**src/hdl/ssd_pkg.sv**
```systemverilog
// Shared types and constants for the seven-segment scan driver.
// Holds the item and result structs, mode and register codes and the character encoder.
// No dependencies.
`timescale 1ns / 1ps

package ssd_pkg;

    // Item modes
    localparam logic [1:0] MODE_WRITE  = 2'd0;
    localparam logic [1:0] MODE_CLEAR  = 2'd1;
    localparam logic [1:0] MODE_TICK   = 2'd2;
    localparam logic [1:0] MODE_STATUS = 2'd3;

    // Configuration register indexes
    localparam int CFG_INDEX_W = 3;
    localparam int CFG_DATA_W  = 16;
    localparam logic [CFG_INDEX_W-1:0] CFG_ON_TIME       = 3'd0;
    localparam logic [CFG_INDEX_W-1:0] CFG_COMP_STEP     = 3'd1;
    localparam logic [CFG_INDEX_W-1:0] CFG_COMP_ENABLE   = 3'd2;
    localparam logic [CFG_INDEX_W-1:0] CFG_DIGITS_IN_USE = 3'd3;
    localparam logic [CFG_INDEX_W-1:0] CFG_TUBES_IN_USE  = 3'd4;

    // Reset values and defaults substituted for a zero register
    localparam logic [15:0] DEF_ON_TIME   = 16'd200;
    localparam logic [7:0]  DEF_COMP_STEP = 8'd15;
    localparam logic [3:0]  RST_DIGITS    = 4'd8;
    localparam logic [2:0]  RST_TUBES     = 3'd4;

    // Segment bits: A is the MSB, DP the LSB
    localparam logic [7:0] SEG_A  = 8'h80;
    localparam logic [7:0] SEG_B  = 8'h40;
    localparam logic [7:0] SEG_C  = 8'h20;
    localparam logic [7:0] SEG_D  = 8'h10;
    localparam logic [7:0] SEG_E  = 8'h08;
    localparam logic [7:0] SEG_F  = 8'h04;
    localparam logic [7:0] SEG_G  = 8'h02;
    localparam logic [7:0] SEG_DP = 8'h01;

    localparam logic [7:0] DIGIT_PAT [10] = '{
        8'hFC, 8'h60, 8'hDA, 8'hF2, 8'h66, 8'hB6, 8'hBE, 8'hE0, 8'hFE, 8'hE6
    };

    localparam logic [7:0] LETTER_PAT [26] = '{
        8'hEE, 8'h3E, 8'h9C, 8'h7A, 8'h9E, 8'h8E, 8'hF6, 8'h6E, 8'h0C, 8'h70,
        8'hAE, 8'h1C, 8'hF2, 8'h2A, 8'h3A, 8'hCE, 8'hE6, 8'h8C, 8'hB6, 8'h9E,
        8'h7C, 8'h46, 8'h7E, 8'hF6, 8'h76, 8'hDA
    };

    typedef struct packed {
        logic [1:0] mode;
        logic [7:0] character;
        logic [1:0] tube;
        logic [2:0] position;
    } item_t;

    typedef struct packed {
        logic [31:0] segments;
        logic [2:0]  digit_index;
        logic        digit_enable;
    } result_t;

    // Character code to segment byte; unknown codes give blank
    function automatic logic [7:0] encode_char(input logic [7:0] ch);
        logic [7:0] off;
        logic [7:0] pat;
        off = 8'd0;
        pat = 8'h00;
        if (ch <= 8'd9) begin
            pat = DIGIT_PAT[ch[3:0]];
        end else if (ch >= 8'h61 && ch <= 8'h7A) begin
            off = ch - 8'h61;
            pat = LETTER_PAT[off[4:0]];
        end else if (ch >= 8'h41 && ch <= 8'h5A) begin
            off = ch - 8'h41;
            pat = LETTER_PAT[off[4:0]];
        end else if (ch == 8'h2E) begin
            pat = SEG_DP;
        end else if (ch == 8'h2D) begin
            pat = SEG_G;
        end else if (ch == 8'h3D) begin
            pat = SEG_D | SEG_G;
        end
        return pat;
    endfunction

endpackage

```
**src/hdl/ssd_ram.sv**
```systemverilog
// Generic single-write, single-read RAM with a registered read port.
// Read-first on a same-address write. No dependencies.
`timescale 1ns / 1ps

module ssd_ram #(
    parameter int WIDTH = 8,
    parameter int DEPTH = 8
) (
    input  logic                                   clk,
    input  logic                                   we,
    input  logic [(DEPTH > 1 ? $clog2(DEPTH) : 1)-1:0] waddr,
    input  logic [WIDTH-1:0]                       wdata,
    input  logic [(DEPTH > 1 ? $clog2(DEPTH) : 1)-1:0] raddr,
    output logic [WIDTH-1:0]                       rdata
);

    logic [WIDTH-1:0] mem_reg [DEPTH];
    logic [WIDTH-1:0] rdata_reg;

    always_ff @(posedge clk)
    begin
        if (we)
        begin
            mem_reg[waddr] <= wdata;
        end
        rdata_reg <= mem_reg[raddr];
    end

    assign rdata = rdata_reg;

endmodule

```
**src/hdl/seven_segment_scan_driver_core.sv**
```systemverilog
// Seven-segment scan driver, top level.
// Depends on ssd_pkg (types, codes, encoder) and ssd_ram (segment store banks).
`timescale 1ns / 1ps

// The block takes one item per clock unless stalled and returns one result
// per item through an output register. Write items store a character's
// segment pattern at a tube and digit position, clear items blank the whole
// store, tick items move the scan. Every result shows the segments of the
// selected digit (tubes past tubes_in_use read zero), its index, and whether
// it is driven on. The segment store sits in one RAM bank per tube, read
// through a registered port at the digit that the scan will select next;
// per-entry valid bits clear and reset the store at once, so no clearing
// pass follows reset. Items stall while a held result is not taken, and a
// tick that finds the selected digit at or past digits_in_use (after that
// register was lowered) stalls while the scan restarts at digit zero and the RAM read is reissued there.

module seven_segment_scan_driver_core #(
    parameter int MAX_TUBES  = 4,
    parameter int MAX_DIGITS = 8
) (
    input  logic                                   clk,
    input  logic                                   rst_n,
    // item channel
    input  logic                                   item_valid,
    output logic                                   item_stall,
    input  ssd_pkg::item_t                         item,
    // result channel
    output logic                                   result_valid,
    input  logic                                   result_stall,
    output ssd_pkg::result_t                       result,
    // configuration port
    input  logic                                   cfg_write,
    input  logic [ssd_pkg::CFG_INDEX_W-1:0]        cfg_index,
    input  logic [ssd_pkg::CFG_DATA_W-1:0]         cfg_data
);

    localparam int DW = (MAX_DIGITS > 1) ? $clog2(MAX_DIGITS) : 1;
    localparam int TW = (MAX_TUBES > 1) ? $clog2(MAX_TUBES) : 1;

    // Configuration registers
    logic [15:0] on_time_reg;
    logic [7:0]  comp_step_reg;
    logic        comp_enable_reg;
    logic [3:0]  digits_in_use_reg;
    logic [2:0]  tubes_in_use_reg;

    // Scan state
    logic [DW-1:0] scan_reg, scan_next;
    logic [15:0]   dwell_reg, dwell_next;

    // Per-entry valid bits: an entry without one reads blank
    logic [MAX_TUBES-1:0] valid_reg [MAX_DIGITS];

    // Last write transfer, patched onto the RAM data read at the same edge
    logic          fwd_valid_reg;
    logic [DW-1:0] fwd_pos_reg;
    logic [TW-1:0] fwd_tube_reg;
    logic [7:0]    fwd_byte_reg;

    // Output register
    logic                result_valid_reg;
    ssd_pkg::result_t    result_reg, result_next;

    logic          accept;
    logic          restart;
    logic          is_write, is_clear, is_tick;
    logic          write_in_range;
    logic [DW-1:0] pos_addr;
    logic [TW-1:0] tube_addr;
    logic [7:0]    write_byte;

    logic [4:0]    eff_digits;
    logic [3:0]    eff_tubes;
    logic [4:0]    scan_inc;
    logic [DW-1:0] scan_adv;

    logic [7:0]    bank_rd   [MAX_TUBES];
    logic [7:0]    row_base  [MAX_TUBES];
    logic [7:0]    row_shown [MAX_TUBES];
    logic [3:0]    blanks;
    logic [15:0]   on_eff;
    logic [7:0]    step_eff;
    logic [11:0]   comp_sub;
    logic [15:0]   dwell_load;
    logic [15:0]   dwell_cur;
    logic [31:0]   seg_word;
    logic          enable;

    // ---------------------------------------------------------------------
    // Item decode and handshake
    // ---------------------------------------------------------------------
    assign is_write = (item.mode == ssd_pkg::MODE_WRITE);
    assign is_clear = (item.mode == ssd_pkg::MODE_CLEAR);
    assign is_tick  = (item.mode == ssd_pkg::MODE_TICK);

    assign pos_addr       = DW'(item.position);
    assign tube_addr      = TW'(item.tube);
    assign write_in_range = (5'(item.position) < 5'(MAX_DIGITS))
                         && (4'(item.tube) < 4'(MAX_TUBES));
    assign write_byte     = ssd_pkg::encode_char(item.character);

    // Clamp the count registers to their usable ranges
    always_comb
    begin
        if (digits_in_use_reg == 4'd0)
        begin
            eff_digits = 5'd1;
        end
        else if (5'(digits_in_use_reg) > 5'(MAX_DIGITS))
        begin
            eff_digits = 5'(MAX_DIGITS);
        end
        else
        begin
            eff_digits = 5'(digits_in_use_reg);
        end

        if (tubes_in_use_reg == 3'd0)
        begin
            eff_tubes = 4'd1;
        end
        else if (4'(tubes_in_use_reg) > 4'(MAX_TUBES))
        begin
            eff_tubes = 4'(MAX_TUBES);
        end
        else
        begin
            eff_tubes = 4'(tubes_in_use_reg);
        end
    end

    // A tick that finds the scan at or past the digit count stalls while
    // the scan restarts at zero and the row of digit zero is fetched.
    assign restart    = item_valid && is_tick && (5'(scan_reg) >= eff_digits);
    assign item_stall = (result_valid_reg && result_stall) || restart;
    assign accept     = item_valid && !item_stall;

    // ---------------------------------------------------------------------
    // Segment store: one bank per tube, row address is the digit
    // ---------------------------------------------------------------------
    genvar gk;
    generate
        for (gk = 0; gk < MAX_TUBES; gk++)
        begin : g_bank
            ssd_ram #(
                .WIDTH (8),
                .DEPTH (MAX_DIGITS)
            ) u_bank (
                .clk   (clk),
                .we    (accept && is_write && write_in_range && (tube_addr == TW'(gk))),
                .waddr (pos_addr),
                .wdata (write_byte),
                .raddr (scan_next),
                .rdata (bank_rd[gk])
            );
        end
    endgenerate

    // Row of the selected digit as the store holds it now: patch the write
    // that landed with the read, then drop entries that are not valid.
    always_comb
    begin
        for (int k = 0; k < MAX_TUBES; k++)
        begin
            row_base[k] = bank_rd[k];
            if (fwd_valid_reg && (fwd_pos_reg == scan_reg) && (fwd_tube_reg == TW'(k)))
            begin
                row_base[k] = fwd_byte_reg;
            end
            if (!valid_reg[scan_reg][k])
            begin
                row_base[k] = 8'h00;
            end

            // The item's own write or clear shows in its result
            row_shown[k] = row_base[k];
            if (is_clear)
            begin
                row_shown[k] = 8'h00;
            end
            else if (is_write && write_in_range && (pos_addr == scan_reg)
                     && (tube_addr == TW'(k)))
            begin
                row_shown[k] = write_byte;
            end
        end
    end

    // ---------------------------------------------------------------------
    // Dwell for the selected digit
    // ---------------------------------------------------------------------
    always_comb
    begin
        blanks = 4'd0;
        for (int k = 0; k < MAX_TUBES; k++)
        begin
            if ((4'(k) < eff_tubes) && (row_base[k] == 8'h00))
            begin
                blanks = blanks + 4'd1;
            end
        end

        on_eff   = (on_time_reg == 16'd0) ? ssd_pkg::DEF_ON_TIME : on_time_reg;
        step_eff = (comp_step_reg == 8'd0) ? ssd_pkg::DEF_COMP_STEP : comp_step_reg;
        comp_sub = 12'(blanks) * 12'(step_eff);

        if (!comp_enable_reg)
        begin
            dwell_load = on_eff;
        end
        else if (on_eff > 16'(comp_sub))
        begin
            dwell_load = on_eff - 16'(comp_sub);
        end
        else
        begin
            dwell_load = 16'd0;
        end
    end

    // ---------------------------------------------------------------------
    // Scan control and result
    // ---------------------------------------------------------------------
    assign scan_inc = 5'(scan_reg) + 5'd1;
    assign scan_adv = (scan_inc >= eff_digits) ? '0 : DW'(scan_inc);
    assign dwell_cur = (dwell_reg == 16'd0) ? dwell_load : dwell_reg;

    always_comb
    begin
        scan_next  = scan_reg;
        dwell_next = dwell_reg;
        enable     = (dwell_reg != 16'd0);

        if (restart)
        begin
            // Restart at digit zero with a fresh dwell
            scan_next  = '0;
            dwell_next = 16'd0;
        end
        else if (accept && is_tick)
        begin
            if (dwell_cur == 16'd0)
            begin
                // Zero dwell: one dark tick, then skip ahead
                enable     = 1'b0;
                dwell_next = 16'd0;
                scan_next  = scan_adv;
            end
            else
            begin
                enable     = 1'b1;
                dwell_next = dwell_cur - 16'd1;
                if (dwell_cur == 16'd1)
                begin
                    scan_next = scan_adv;
                end
            end
        end
    end

    // Pack the low tubes into the segment word; unused tubes read zero
    always_comb
    begin
        seg_word = 32'd0;
        for (int k = 0; k < 4; k++)
        begin
            if ((k < MAX_TUBES) && (4'(k) < eff_tubes))
            begin
                seg_word[8*k +: 8] = row_shown[(k < MAX_TUBES) ? k : 0];
            end
        end

        result_next.segments     = seg_word;
        result_next.digit_index  = 3'(scan_reg);
        result_next.digit_enable = enable;
    end

    // ---------------------------------------------------------------------
    // Registers
    // ---------------------------------------------------------------------
    always_ff @(posedge clk or negedge rst_n)
    begin
        if (!rst_n)
        begin
            on_time_reg       <= ssd_pkg::DEF_ON_TIME;
            comp_step_reg     <= ssd_pkg::DEF_COMP_STEP;
            comp_enable_reg   <= 1'b1;
            digits_in_use_reg <= ssd_pkg::RST_DIGITS;
            tubes_in_use_reg  <= ssd_pkg::RST_TUBES;
        end
        else if (cfg_write)
        begin
            case (cfg_index)
                ssd_pkg::CFG_ON_TIME:       on_time_reg       <= cfg_data;
                ssd_pkg::CFG_COMP_STEP:     comp_step_reg     <= cfg_data[7:0];
                ssd_pkg::CFG_COMP_ENABLE:   comp_enable_reg   <= cfg_data[0];
                ssd_pkg::CFG_DIGITS_IN_USE: digits_in_use_reg <= cfg_data[3:0];
                ssd_pkg::CFG_TUBES_IN_USE:  tubes_in_use_reg  <= cfg_data[2:0];
                default:                    ;
            endcase
        end
    end

    always_ff @(posedge clk or negedge rst_n)
    begin
        if (!rst_n)
        begin
            scan_reg      <= '0;
            dwell_reg     <= 16'd0;
            fwd_valid_reg <= 1'b0;
            for (int d = 0; d < MAX_DIGITS; d++)
            begin
                valid_reg[d] <= '0;
            end
        end
        else
        begin
            scan_reg      <= scan_next;
            dwell_reg     <= dwell_next;
            fwd_valid_reg <= accept && is_write && write_in_range;
            if (accept && is_clear)
            begin
                for (int d = 0; d < MAX_DIGITS; d++)
                begin
                    valid_reg[d] <= '0;
                end
            end
            else if (accept && is_write && write_in_range)
            begin
                valid_reg[pos_addr][tube_addr] <= 1'b1;
            end
        end
    end

    // Forwarded write payload
    always_ff @(posedge clk)
    begin
        if (accept && is_write && write_in_range)
        begin
            fwd_pos_reg  <= pos_addr;
            fwd_tube_reg <= tube_addr;
            fwd_byte_reg <= write_byte;
        end
    end

    // Output register: load on a transfer in, drop once taken
    always_ff @(posedge clk or negedge rst_n)
    begin
        if (!rst_n)
        begin
            result_valid_reg <= 1'b0;
        end
        else if (accept)
        begin
            result_valid_reg <= 1'b1;
        end
        else if (!result_stall)
        begin
            result_valid_reg <= 1'b0;
        end
    end

    always_ff @(posedge clk)
    begin
        if (accept)
        begin
            result_reg <= result_next;
        end
    end

    assign result_valid = result_valid_reg;
    assign result       = result_reg;

endmodule
```
**config.mk**
```make
export PLATFORM = sky130hd
export DESIGN_NAME = seven_segment_scan_driver_core
export DESIGN_NICKNAME = d
export VERILOG_FILES = /design/src/hdl/ssd_pkg.sv /design/src/hdl/ssd_ram.sv /design/src/hdl/seven_segment_scan_driver_core.sv
export SDC_FILE = /design/constraint.sdc
export NUM_CORES = 1
export LEC_CHECK = 0
export ABC_AREA = 1
export BUFFER_PORTS_ARGS = -buffer_cell sky130_fd_sc_hd__clkbuf_2
export CORE_AREA = 2 2 214 216
export DETAILED_ROUTE_END_ITERATION = 12
export DIE_AREA = 0 0 216 218
export PLACE_DENSITY = 0.76
export SYNTH_ARGS = -nofsm -noshare
export SYNTH_HDL_FRONTEND = slang
export SYNTH_SLANG_ARGS = --single-unit
export TNS_END_PERCENT = 10
```
**constraint.sdc**
```tcl
create_clock -name clk -period 12.4 [get_ports clk]
set_input_delay 3.72 -clock clk [delete_from_list [all_inputs] [get_ports clk]]
set_output_delay 3.72 -clock clk [all_outputs]
set_load 0.03 [all_outputs]
```
Word level (Yosys, flattened, before mapping)
Memories as Yosys holds them, arrays and structs flattened. A register that Yosys moved wholly into a read port is not among the register bits.
Index checks and enable logic that the tools add are counted.
- logic and storage cells: 217
- memory bits (read-only): 640
- memories kept: 7
- output and inout port bits: 38
- memory bits (writable): 256
- bits in registers: 134
- memories (memory ; words ; width ; rd ports ; clocked after Yosys merged registers in ; wr ports ; RTL line ; text):
    (no name shown) ; 32 ; 8 ; 1 ; 0 ; 0 ; ssd_pkg.sv:75 ; pat = LETTER_PAT[off[4:0]];
    (no name shown) ; 32 ; 8 ; 1 ; 0 ; 0 ; ssd_pkg.sv:72 ; pat = LETTER_PAT[off[4:0]];
    (no name shown) ; 16 ; 8 ; 1 ; 0 ; 0 ; ssd_pkg.sv:69 ; pat = DIGIT_PAT[ch[3:0]];
    g_bank[0].u_bank.mem_reg ; 8 ; 8 ; 1 ; 1 ; 1 ; ssd_ram.sv:17 ; logic [WIDTH-1:0] mem_reg [DEPTH];
    g_bank[1].u_bank.mem_reg ; 8 ; 8 ; 1 ; 1 ; 1 ; ssd_ram.sv:17 ;
    g_bank[2].u_bank.mem_reg ; 8 ; 8 ; 1 ; 1 ; 1 ; ssd_ram.sv:17 ;
    +1 memories ; n/a ; n/a ; n/a ; n/a ; n/a ; n/a ;
- mux-type cells: 67
- $lt $le $gt $ge: 22
- $add $sub $neg: 8
- bitwise operators: 10
- equality and inequality tests: 19
- $mul: 1
- reduce and logical (&&, ||, !) cells: 57
- operators with widths (kind ; number):
    $mux W8 ; 23
    $mux W16 ; 7
    $mux W32 ; 2
    $logic_not A16 Y1 ; 3
    $logic_not A8 Y1 ; 5
    $mux W4 ; 8
    $or A32 B32 Y32 ; 1
    $logic_and A1 B1 Y1 ; 29
    $eq A8 B6 Y1 const B ; 3
    $mux W3 ; 7
    $eq A16 B1 Y1 const B ; 1
    $ge A8 B7 Y1 const B ; 2
    $gt A16 B12 Y1 ; 1
    $le A8 B7 Y1 const B ; 2
    $reduce_bool A16 Y1 ; 1
    $sub A16 B1 Y16 const B ; 1
    $sub A16 B12 Y16 ; 1
    $mux W1 ; 15
    $add A4 B1 Y4 const B ; 3
    $bmux W4 S3 ; 1
    $demux W4 S3 ; 1
    $ge A6 B6 Y1 const B ; 2
    $mul A4 B8 Y12 ; 1
    $not A5 Y6 ; 2
    34 further kinds ; 62

Longest topological paths before layout
Gate-level depths: netlist of run 1.
- depth after elaboration: 24
- gate-level depth with buffers: 62
- gate-level depth less buffers: 59

By module
Synthesis of run 1 repeated with hierarchy kept, for this count alone.
- cell total of the unflattened synthesis: 2614
- area total of the unflattened synthesis: 22265.1 µm²
- modules (own cells, without submodules) (module ; cells an instance ; times used ; area each (µm²)):
    ssd_ram ; 303 ; 4 ; 3050.4
    seven_segment_scan_driver_core ; 1402 ; 1 ; 10063.4

Worst setup path before layout of run 1
No wires, ideal clock.
- kind: register to register
- from: register scan_reg[1]
- to: register g_bank[0].u_bank.rdata_reg[1], read port of g_bank[0].u_bank.mem_reg
- period minus slack after synthesis: 8.674 ns
- arrival time: 8.561 ns
- buffers on the path: 4
- stages on the path, launching flop included: 58
- setup slack: 3.726 ns
- library setup time: 0.113 ns
- cell sequence: dfrtp_1 -> buf_4 -> inv_2 -> o21ai_0 -> nor2_1 -> nand2_2 -> nor3_1 -> clkbuf_1 -> inv_1 -> o211ai_1 -> o2111ai_1 -> nor3_1 -> inv_1 -> ha_1 -> xor2_1 -> inv_1 -> ha_1 -> inv_1 -> [... 22 more ...] -> nand3_2 -> nand3_4 -> o22ai_1 -> a21oi_1 -> ha_1 -> nor2_1 -> nor2_1 -> nand4_1 -> nor2_2 -> nand2_4 -> nand2_2 -> buf_4 -> buf_2 -> nand4_1 -> nand3_1 -> nand2_1 -> nand2_1 -> nand2_1
- cells in the longest elaborated chain, start to end: 24
- elaborated cells between the ends (all ways): 54
- RTL lines (what ; RTL line ; text):
    start, declared ; seven_segment_scan_driver_core.sv:48 ; logic [DW-1:0] scan_reg, scan_next;
    start signal, assigned ; seven_segment_scan_driver_core.sv:318 ; scan_reg <= scan_next;
    $not A3 Y4 (not written as such) or $eq A3 B3 Y1 (tied branches) ; seven_segment_scan_driver_core.sv:170, seven_segment_scan_driver_core.sv:166 ;
    $bmux W4 S3 or $logic_and A1 B1 Y1 (tied branches) ; seven_segment_scan_driver_core.sv:170, seven_segment_scan_driver_core.sv:166 ;
    $mux W4 (not written as such) or $logic_and A1 B1 Y1 (tied branches) ; seven_segment_scan_driver_core.sv:170, seven_segment_scan_driver_core.sv:166 ;
    $mux W4 (not written as such) or $mux W8 (tied branches) ; seven_segment_scan_driver_core.sv:170, seven_segment_scan_driver_core.sv:166 ;
    $mux W8 ; seven_segment_scan_driver_core.sv:170 ; if (!valid_reg[scan_reg][k])
    $logic_not A8 Y1 ; seven_segment_scan_driver_core.sv:197 ; if ((4'(k) < eff_tubes) && (row_base[k] == 8'h00))
    $logic_and A1 B1 Y1 ; seven_segment_scan_driver_core.sv:197 ;
    $mux W1 ; seven_segment_scan_driver_core.sv:197 ;
    [... 8 more ...] ; n/a ;
    $mux W16 ; seven_segment_scan_driver_core.sv:211 ; else if (on_eff > 16'(comp_sub))
    $mux W16 ; seven_segment_scan_driver_core.sv:207 ; if (!comp_enable_reg)
    $mux W16 ; seven_segment_scan_driver_core.sv:226 ; assign dwell_cur = (dwell_reg == 16'd0) ? dwell_load : dwell_reg;
    $eq A16 B1 Y1 ; seven_segment_scan_driver_core.sv:253 ; if (dwell_cur == 16'd1)
    $mux W3 ; seven_segment_scan_driver_core.sv:253 ;
    $mux W3 ; seven_segment_scan_driver_core.sv:242 ; if (dwell_cur == 16'd0)
    $mux W3 ; seven_segment_scan_driver_core.sv:240 ; else if (accept && is_tick)
    $mux W3 (*) ; seven_segment_scan_driver_core.sv:234 ; if (restart)
    end, declared ; ssd_ram.sv:18 ; logic [WIDTH-1:0] rdata_reg;
Mark *: on every way between the ends. The rest lies on a longest branch, timed or not. The select of a mux whose other input is x is not followed.
A chain may end at the register's enable or synchronous reset.

Worst setup path after layout of run 1
- from: register scan_reg[1]
- to: register g_bank[2].u_bank.rdata_reg[1], read port of g_bank[2].u_bank.mem_reg
- cells in the longest elaborated chain, start to end: 24
- elaborated cells between the ends (all ways): 54
- RTL lines (what ; RTL line):
    $not A3 Y4 (not written as such) or $eq A3 B3 Y1 (tied branches) ; seven_segment_scan_driver_core.sv:170, seven_segment_scan_driver_core.sv:166
    $bmux W4 S3 or $logic_and A1 B1 Y1 (tied branches) ; seven_segment_scan_driver_core.sv:170, seven_segment_scan_driver_core.sv:166
    $mux W4 (not written as such) or $logic_and A1 B1 Y1 (tied branches) ; seven_segment_scan_driver_core.sv:170, seven_segment_scan_driver_core.sv:166
    $mux W4 (not written as such) or $mux W8 (tied branches) ; seven_segment_scan_driver_core.sv:170, seven_segment_scan_driver_core.sv:166
    $mux W8 ; seven_segment_scan_driver_core.sv:170
    $logic_not A8 Y1 ; seven_segment_scan_driver_core.sv:197
    $logic_and A1 B1 Y1 ; seven_segment_scan_driver_core.sv:197
    $mux W1 ; seven_segment_scan_driver_core.sv:197
    [... 8 more ...] ; n/a
    $mux W16 ; seven_segment_scan_driver_core.sv:211
    $mux W16 ; seven_segment_scan_driver_core.sv:207
    $mux W16 ; seven_segment_scan_driver_core.sv:226
    $eq A16 B1 Y1 ; seven_segment_scan_driver_core.sv:253
    $mux W3 ; seven_segment_scan_driver_core.sv:253
    $mux W3 ; seven_segment_scan_driver_core.sv:242
    $mux W3 ; seven_segment_scan_driver_core.sv:240
    $mux W3 (*) ; seven_segment_scan_driver_core.sv:234
    end, declared ; ssd_ram.sv:18
Marked as above.

==> flow_metrics.tcl, run 1 <==
set metrics [dict create \
    status "complete, no violations" \
    vias 17626 \
    setup_viol 0 \
    drc 0 \
    synth_top_area_share_pct 41.26 \
    root_buffer "clkbuf_16" \
    final_design_area_no_fill_mm2 0.02456 \
    grt_use_total_pct 23.89 \
    synth_cell_types 56 \
    synth_largest_area_cell "edfxtp_1" \
    finalSetupTns_ns 0 \
    p_leak_nw 11.43 \
    fin_crit_ns 11.39 \
    ys_ff_latch 422 \
    coreArea_mm2 0.04489 \
    crit_start "scan_reg[1]$_DFF_PN0_" \
    reg2reg_slack_ns 1.01 \
    row_count 78 \
    r2r_cells 55 \
    synth_seq_area_share_pct 53.78 \
    worst_ep_required_time_ns 12.87 \
    critPathSlowestCell "dfrtp_1" \
    timing.final.ws_setup_ns 1.007 \
    worst_slew_pin_slew_ns 1.399 \
    endpoint_kind "flop" \
    start_util_pct 49.45 \
    path_class "reg2reg" \
    antenna_found_initial 1 \
    insertion_delay_ns 0.59 \
    ys_warn_count 0 \
    syn_inst 2542 \
    r2r_end "g_bank[2].u_bank.rdata[1]$_DFF_P_" \
    ys.flop_type "edfxtp_1" \
    fin_util_pct 54.72 \
    arrival_ns 11.86 \
    fin_crit_sh_pct 91.88 \
    routed_wl_um 56530 \
    die-height_um 218 \
    first_pass_iters 5 \
    drv_cap 0 \
    wl_per_cell_um 17.62 \
    vdd_drop_max_v 0.0003444 \
    drive_gt1_share_pct 9.551 \
    max_freq_mhz 87.77 \
    dp_slack_ns 1.046 \
    portBuffers 76 \
    clock-skew-final_ns 0.02750 \
    nets 2676 \
    grt_max_degree 88 \
    clkSinkCount 422 \
    synthesis.area_mm2 0.02220 \
    hp-class "reg2reg" \
    grt_overflow 0 \
    crit_fanout 49 \
    cts.clk_slew.worst_paths_ns 0.06 \
    critPathLaunchType "flop" \
    synth_edf_count 305 \
    ant_nets 0 \
    placed_cell_area_mm2 0.02299 \
    dp_hpwl_um 37320 \
    power.density_mw_per_mm2 275.4 \
    die-area_mm2 0.04709 \
    rsz0062_at_grt "false" \
    cp-endpoint "g_bank[2].u_bank.rdata[1]$_DFF_P_" \
    relSlewSlack_pct 6.760 \
    final_max_slew_viol_count 0 \
    largest_register_ffs 256 \
    cts_buffer_depth 3 \
    cts_tree "built" \
    ios 77 \
    vias_per_cell 5.494 \
    gp_congestion 0.9327 \
    chipWidth_um 216 \
    r2r_start "scan_reg[1]$_DFF_PN0_" \
    async_flop_share_pct 20.14 \
    area_delta_synth_final_pct 10.65 \
    hold_viol 0 \
    critical_path.max_stage_delay_ns 0.71 \
    synth_area_leaders "edfxtp_1 (41%), nand2_1 (9.2%), dfrtp_1 (8.5%)" \
    min_path_cells 2 \
    cts_made_buffers 43 \
    grt_pass1_vias 16641 \
    htree_num_levels 2 \
    grt_pass1_wl_um 88820 \
    dr.first_iter.drc_count 1850 \
    avgSynthCellArea_um2 8.733 \
]
-- how the worst min path moves through the flow --
stage / end / slack (ns) / start
floorplan: on_time_reg[0]$_DFFE_PN0P_ / 0.45 / on_time_reg[0]$_DFFE_PN0P_
global placement: valid_reg[0]$_DFFE_PN0P_ / 0.47 / valid_reg[0]$_DFFE_PN0P_
detailed placement: on_time_reg[0]$_DFFE_PN0P_ / 0.48 / on_time_reg[0]$_DFFE_PN0P_
CTS: on_time_reg[0]$_DFFE_PN0P_ / 0.50 / on_time_reg[0]$_DFFE_PN0P_
global route: valid_reg[16]$_DFFE_PN0P_ / 0.52 / valid_reg[16]$_DFFE_PN0P_
finish: on_time_reg[6]$_DFFE_PN1P_ / 0.50 / on_time_reg[6]$_DFFE_PN1P_
-- synth_stat cells, drive strengths merged (3+ instances only) --
cell / instances
o21ai: 127
nand3: 168
nor3: 19
a21o: 3
buf: 63
o21bai: 5
clkbuf: 53
dfstp: 10
o211ai: 12
nand4: 151
inv: 499
nor4: 6
clkinv: 4
ha: 51
a211oi: 9
xnor2: 8
or2: 9
edfxtp: 305
o22ai: 16
dfrtp: 75
nor2: 172
and3: 3
dfxtp: 32
fa: 13
xor2: 19
a21oi: 133
nand2: 558
a31oi: 3
-- power by group --
group          internal (mW)  switching (mW)
logic                   1.20            2.36
registers               1.66           0.110
clock network          0.877           0.552
-- metrics by stage --
step,cells,power (mW),hold WS (ns)
3_3_place_gp,3128,5.230,0.4731
6_report,3208,6.765,0.5030
3_5_place_dp,3128,5.291,0.4850
4_1_cts,3207,6.748,0.4990
5_1_grt,3208,7.306,0.5220
2_1_floorplan,2548,4.517,0.4530
-- repair_timing --
item / in CTS / in global routing
hold buffers: 0 / 0
gates resized for setup: 0 / 1
setup endpoints to repair: 0 / 27
buffers inserted: 0 / 0
-- layer usage --
metal  part of all wire, %  track usage, %  up-vias
met5                     0               0        -
met4                   3.0           8.858        0
met3                   8.7           5.063      122
met2                    46           38.48      750
met1                    42           31.97     8378
li1                      -               -     8376
-- critical path: cells and delay by family (launching register included) --
| kind | cells | cell delay [ns] |
|---|---|---|
| AOI/OAI and AO/OA | 12 | 2.26 |
| xor gates and xnor gates | 2 | 0.41 |
| adders and majority gates | 7 | 2.57 |
| buffers and inverters | 8 | 1.34 |
| DFF | 1 | 0.71 |
| and+or+nand+nor | 26 | 3.96 |
-- placed cells by master, fill, tap and decap left out, drive strengths merged, types with 10 or more instances in the layout --
master  netlist  routed
dfrtp        75      75
nor3         19      19
ha           51      51
fa           13      13
nand4       151     151
o21ai       127     127
dfstp        10      10
inv         499     502
clkbuf       53     132
nor2        172     172
xor2         19      19
nand3       168     168
buf          63      21
a21oi       133     133
nand2       558     558
o22ai        16      16
dfxtp        32      32
clkinv        4      12
o211ai       12      12
edfxtp      305     305
-- area by class of cell --
cell class	instances	area, um2
Clock inverter	22	360.3
Sequential cell	422	11940
Tap cell	600	750.7
Multi-Input combinational cell	1507	7880
Antenna cell	1	2.502
Clock buffer	57	1209
Fill cell	3842	20330
Inverter	503	1888
Timing Repair Buffer	96	533.0
-- cell families after synthesis --
kind of cell / Yosys count / synth area share (%)
simple gates: 1089 / 21.97
buf+inv: 619 / 11.13
flops: 422 / 53.78
compound gates: 318 / 7.891
fa+ha+maj: 64 / 4.047
xor+xnor: 27 / 1.099
other cells: 2 / 0.03383
mux: 1 / 0.05072
No activity file was read; power rests on OpenSTA's default activity.
==> run 2, diff against run 1 <==
BUFFER_PORTS_ARGS = -buffer_cell sky130_fd_sc_hd__buf_2   (was -buffer_cell sky130_fd_sc_hd__clkbuf_2)
==> flow_metrics.tcl, run 2 (same netlist as run 1, synthesis figures left out) <==
set metrics [dict create \
    vias 17772 \
    worst_slew_pin_slew_ns 1.161 \
    max_freq_mhz 87.12 \
    grt_pass1_wl_um 92000 \
    fillCellCount 3850 \
    worst_ep_required_time_ns 12.88 \
    p_leak_nw 11.39 \
    hp-class "reg2reg" \
    critical_path.max_stage_delay_ns 0.74 \
    insertion_delay_ns 0.60 \
    cts_buffer_depth 3 \
    area_delta_synth_final_pct 10.44 \
    relSlewSlack_pct 22.54 \
    timing.final.ws_setup_ns 0.9219 \
    top_usage_layer "met2" \
    grt_pass1_vias 17297 \
    setup_viol 0 \
    portBuffers 76 \
    crit_top_cell "a21oi_1" \
    start_util_pct 49.45 \
    grt_use_total_pct 24.71 \
    holdBufCountCts 0 \
    r2r_end "g_bank[2].u_bank.rdata[4]$_DFF_P_" \
    cts_tree "built" \
    die-area_mm2 0.04709 \
    fin_crit_sh_pct 92.56 \
    reg2reg_slack_ns 0.92 \
    power.density_mw_per_mm2 273.6 \
    die-height_um 218 \
    coreArea_mm2 0.04489 \
    r2r_cells 54 \
    grt_use_met2_pct 39.97 \
    layout_commonest_cell "nand2_1" \
    ios 77 \
    critPathSlowestCell "dfrtp_1" \
    finalPower_mw 6.709 \
    dr.first_iter.drc_count 2059 \
    fin_util_pct 54.61 \
    first_pass_iters 6 \
    fin_crit_ns 11.48 \
    routed_wl_um 57980 \
    cts_made_buffers 44 \
    drive_gt1_share_pct 9.422 \
    hold_viol 0 \
    drc 0 \
    clkSinkCount 422 \
    vdd_drop_max_v 0.0003327 \
    row_count 78 \
    cts_resized 0 \
    endpoint_kind "flop" \
    grt_overflow 0 \
    status "complete, no violations" \
    arrival_ns 11.96 \
    dp_hpwl_um 38150 \
    nets 2678 \
    final_cell_mix "nand2_1 (546), inv_1 (475), edfxtp_1 (305)" \
    crit_start "scan_reg[1]$_DFF_PN0_" \
    cts.clk_slew.worst_paths_ns 0.06 \
    ff_latch_area_mm2 0.01194 \
    final_max_slew_viol_count 0 \
    cp-endpoint "g_bank[2].u_bank.rdata[4]$_DFF_P_" \
    vias_per_cell 5.533 \
    grt_max_degree 93 \
    wl_per_cell_um 18.05 \
    grtUsageMet1_pct 33.58 \
    htree_num_levels 2 \
    critPathLaunchType "flop" \
    crit_fanout 55 \
    chipWidth_um 216 \
    cts_setup_buffers 0 \
    gp_congestion 0.9574 \
    antenna_found_initial 3 \
    use_met3_pct 4.240 \
    ant_nets 0 \
    r2r_start "scan_reg[1]$_DFF_PN0_" \
    path_class "reg2reg" \
    root_buffer "clkbuf_16" \
    dp_slack_ns 0.8018 \
    clock-skew-final_ns 0.02990 \
    drv_cap 0 \
    multi_input_comb_area_mm2 0.007890 \
    largest_register_ffs 256 \
]
run 2: cell types whose count changed in the layout (fill, tap and decap cells not counted), moves of 3 or more:
cell | previous run | this run
buf_2 | 0 | 75
clkbuf_2 | 75 | 0
clkbuf_1 | 6 | 11
clkbuf_8 | 8 | 3
bufinv_16 | 9 | 6
run 2: worst min-delay path by stage:
stage / depth (start not counted) / from / slack, ns / to
2_1_floorplan: 2 / on_time_reg[0]$_DFFE_PN0P_ / 0.45 / on_time_reg[0]$_DFFE_PN0P_
3_3_place_gp: 2 / valid_reg[0]$_DFFE_PN0P_ / 0.47 / valid_reg[0]$_DFFE_PN0P_
3_5_place_dp: 2 / valid_reg[27]$_DFFE_PN0P_ / 0.49 / valid_reg[27]$_DFFE_PN0P_
4_1_cts: 2 / digits_in_use_reg[3]$_DFFE_PN1P_ / 0.49 / digits_in_use_reg[3]$_DFFE_PN1P_
5_1_grt: 2 / digits_in_use_reg[3]$_DFFE_PN1P_ / 0.51 / digits_in_use_reg[3]$_DFFE_PN1P_
6_report: 2 / digits_in_use_reg[3]$_DFFE_PN1P_ / 0.49 / digits_in_use_reg[3]$_DFFE_PN1P_
run 2: routing by layer:
metal | vias up | wire length [um] | share of wire (%)
li1 | 8389 | - | -
met1 | 8412 | 24280 | 42
met2 | 841 | 26760 | 46
met3 | 130 | 5163 | 8.9
met4 | 0 | 1775 | 3.1
met5 | - | 0 | 0
run 2: cell type report:
type / count / share of cell area [%]
Antenna cell: 1 / 0.01021
Clock buffer: 59 / 4.930
Clock inverter: 23 / 1.240
Inverter: 503 / 7.701
Multi-Input combinational cell: 1508 / 32.18
Sequential cell: 422 / 48.70
Tap cell: 600 / 3.062
Timing Repair Buffer: 96 / 2.174
run 2: metrics by stage:
| stage | area [um2] | std cells | TNS (ns) | hold WS, ns |
|---|---|---|---|---|
| detailed placement | 22990 | 3128 | 0 | 0.4884 |
| floorplan | 22220 | 2548 | 0 | 0.4530 |
| CTS | 24500 | 3210 | 0 | 0.4931 |
| finish | 24520 | 3212 | 0 | 0.4882 |
| global placement | 22990 | 3128 | 0 | 0.4746 |
| global route | 24520 | 3212 | -0.01960 | 0.5104 |
run 2: worst max-delay path, delay by kind of cell (launching register included):
family / cells / cell delay, ns
and+or+nand+nor: 22 / 3.38
DFF: 1 / 0.74
AOI/OAI and AO/OA: 15 / 3.01
buffers and inverters: 8 / 1.27
adders and majority gates: 7 / 2.49
xor gates and xnor gates: 2 / 0.47
run 2: where the power goes:
part | internal [mW] | total, mW | switching [mW]
combinational | 1.20 | 3.56 | 2.35
clock | 0.815 | 1.37 | 0.556
sequential | 1.66 | 1.78 | 0.117
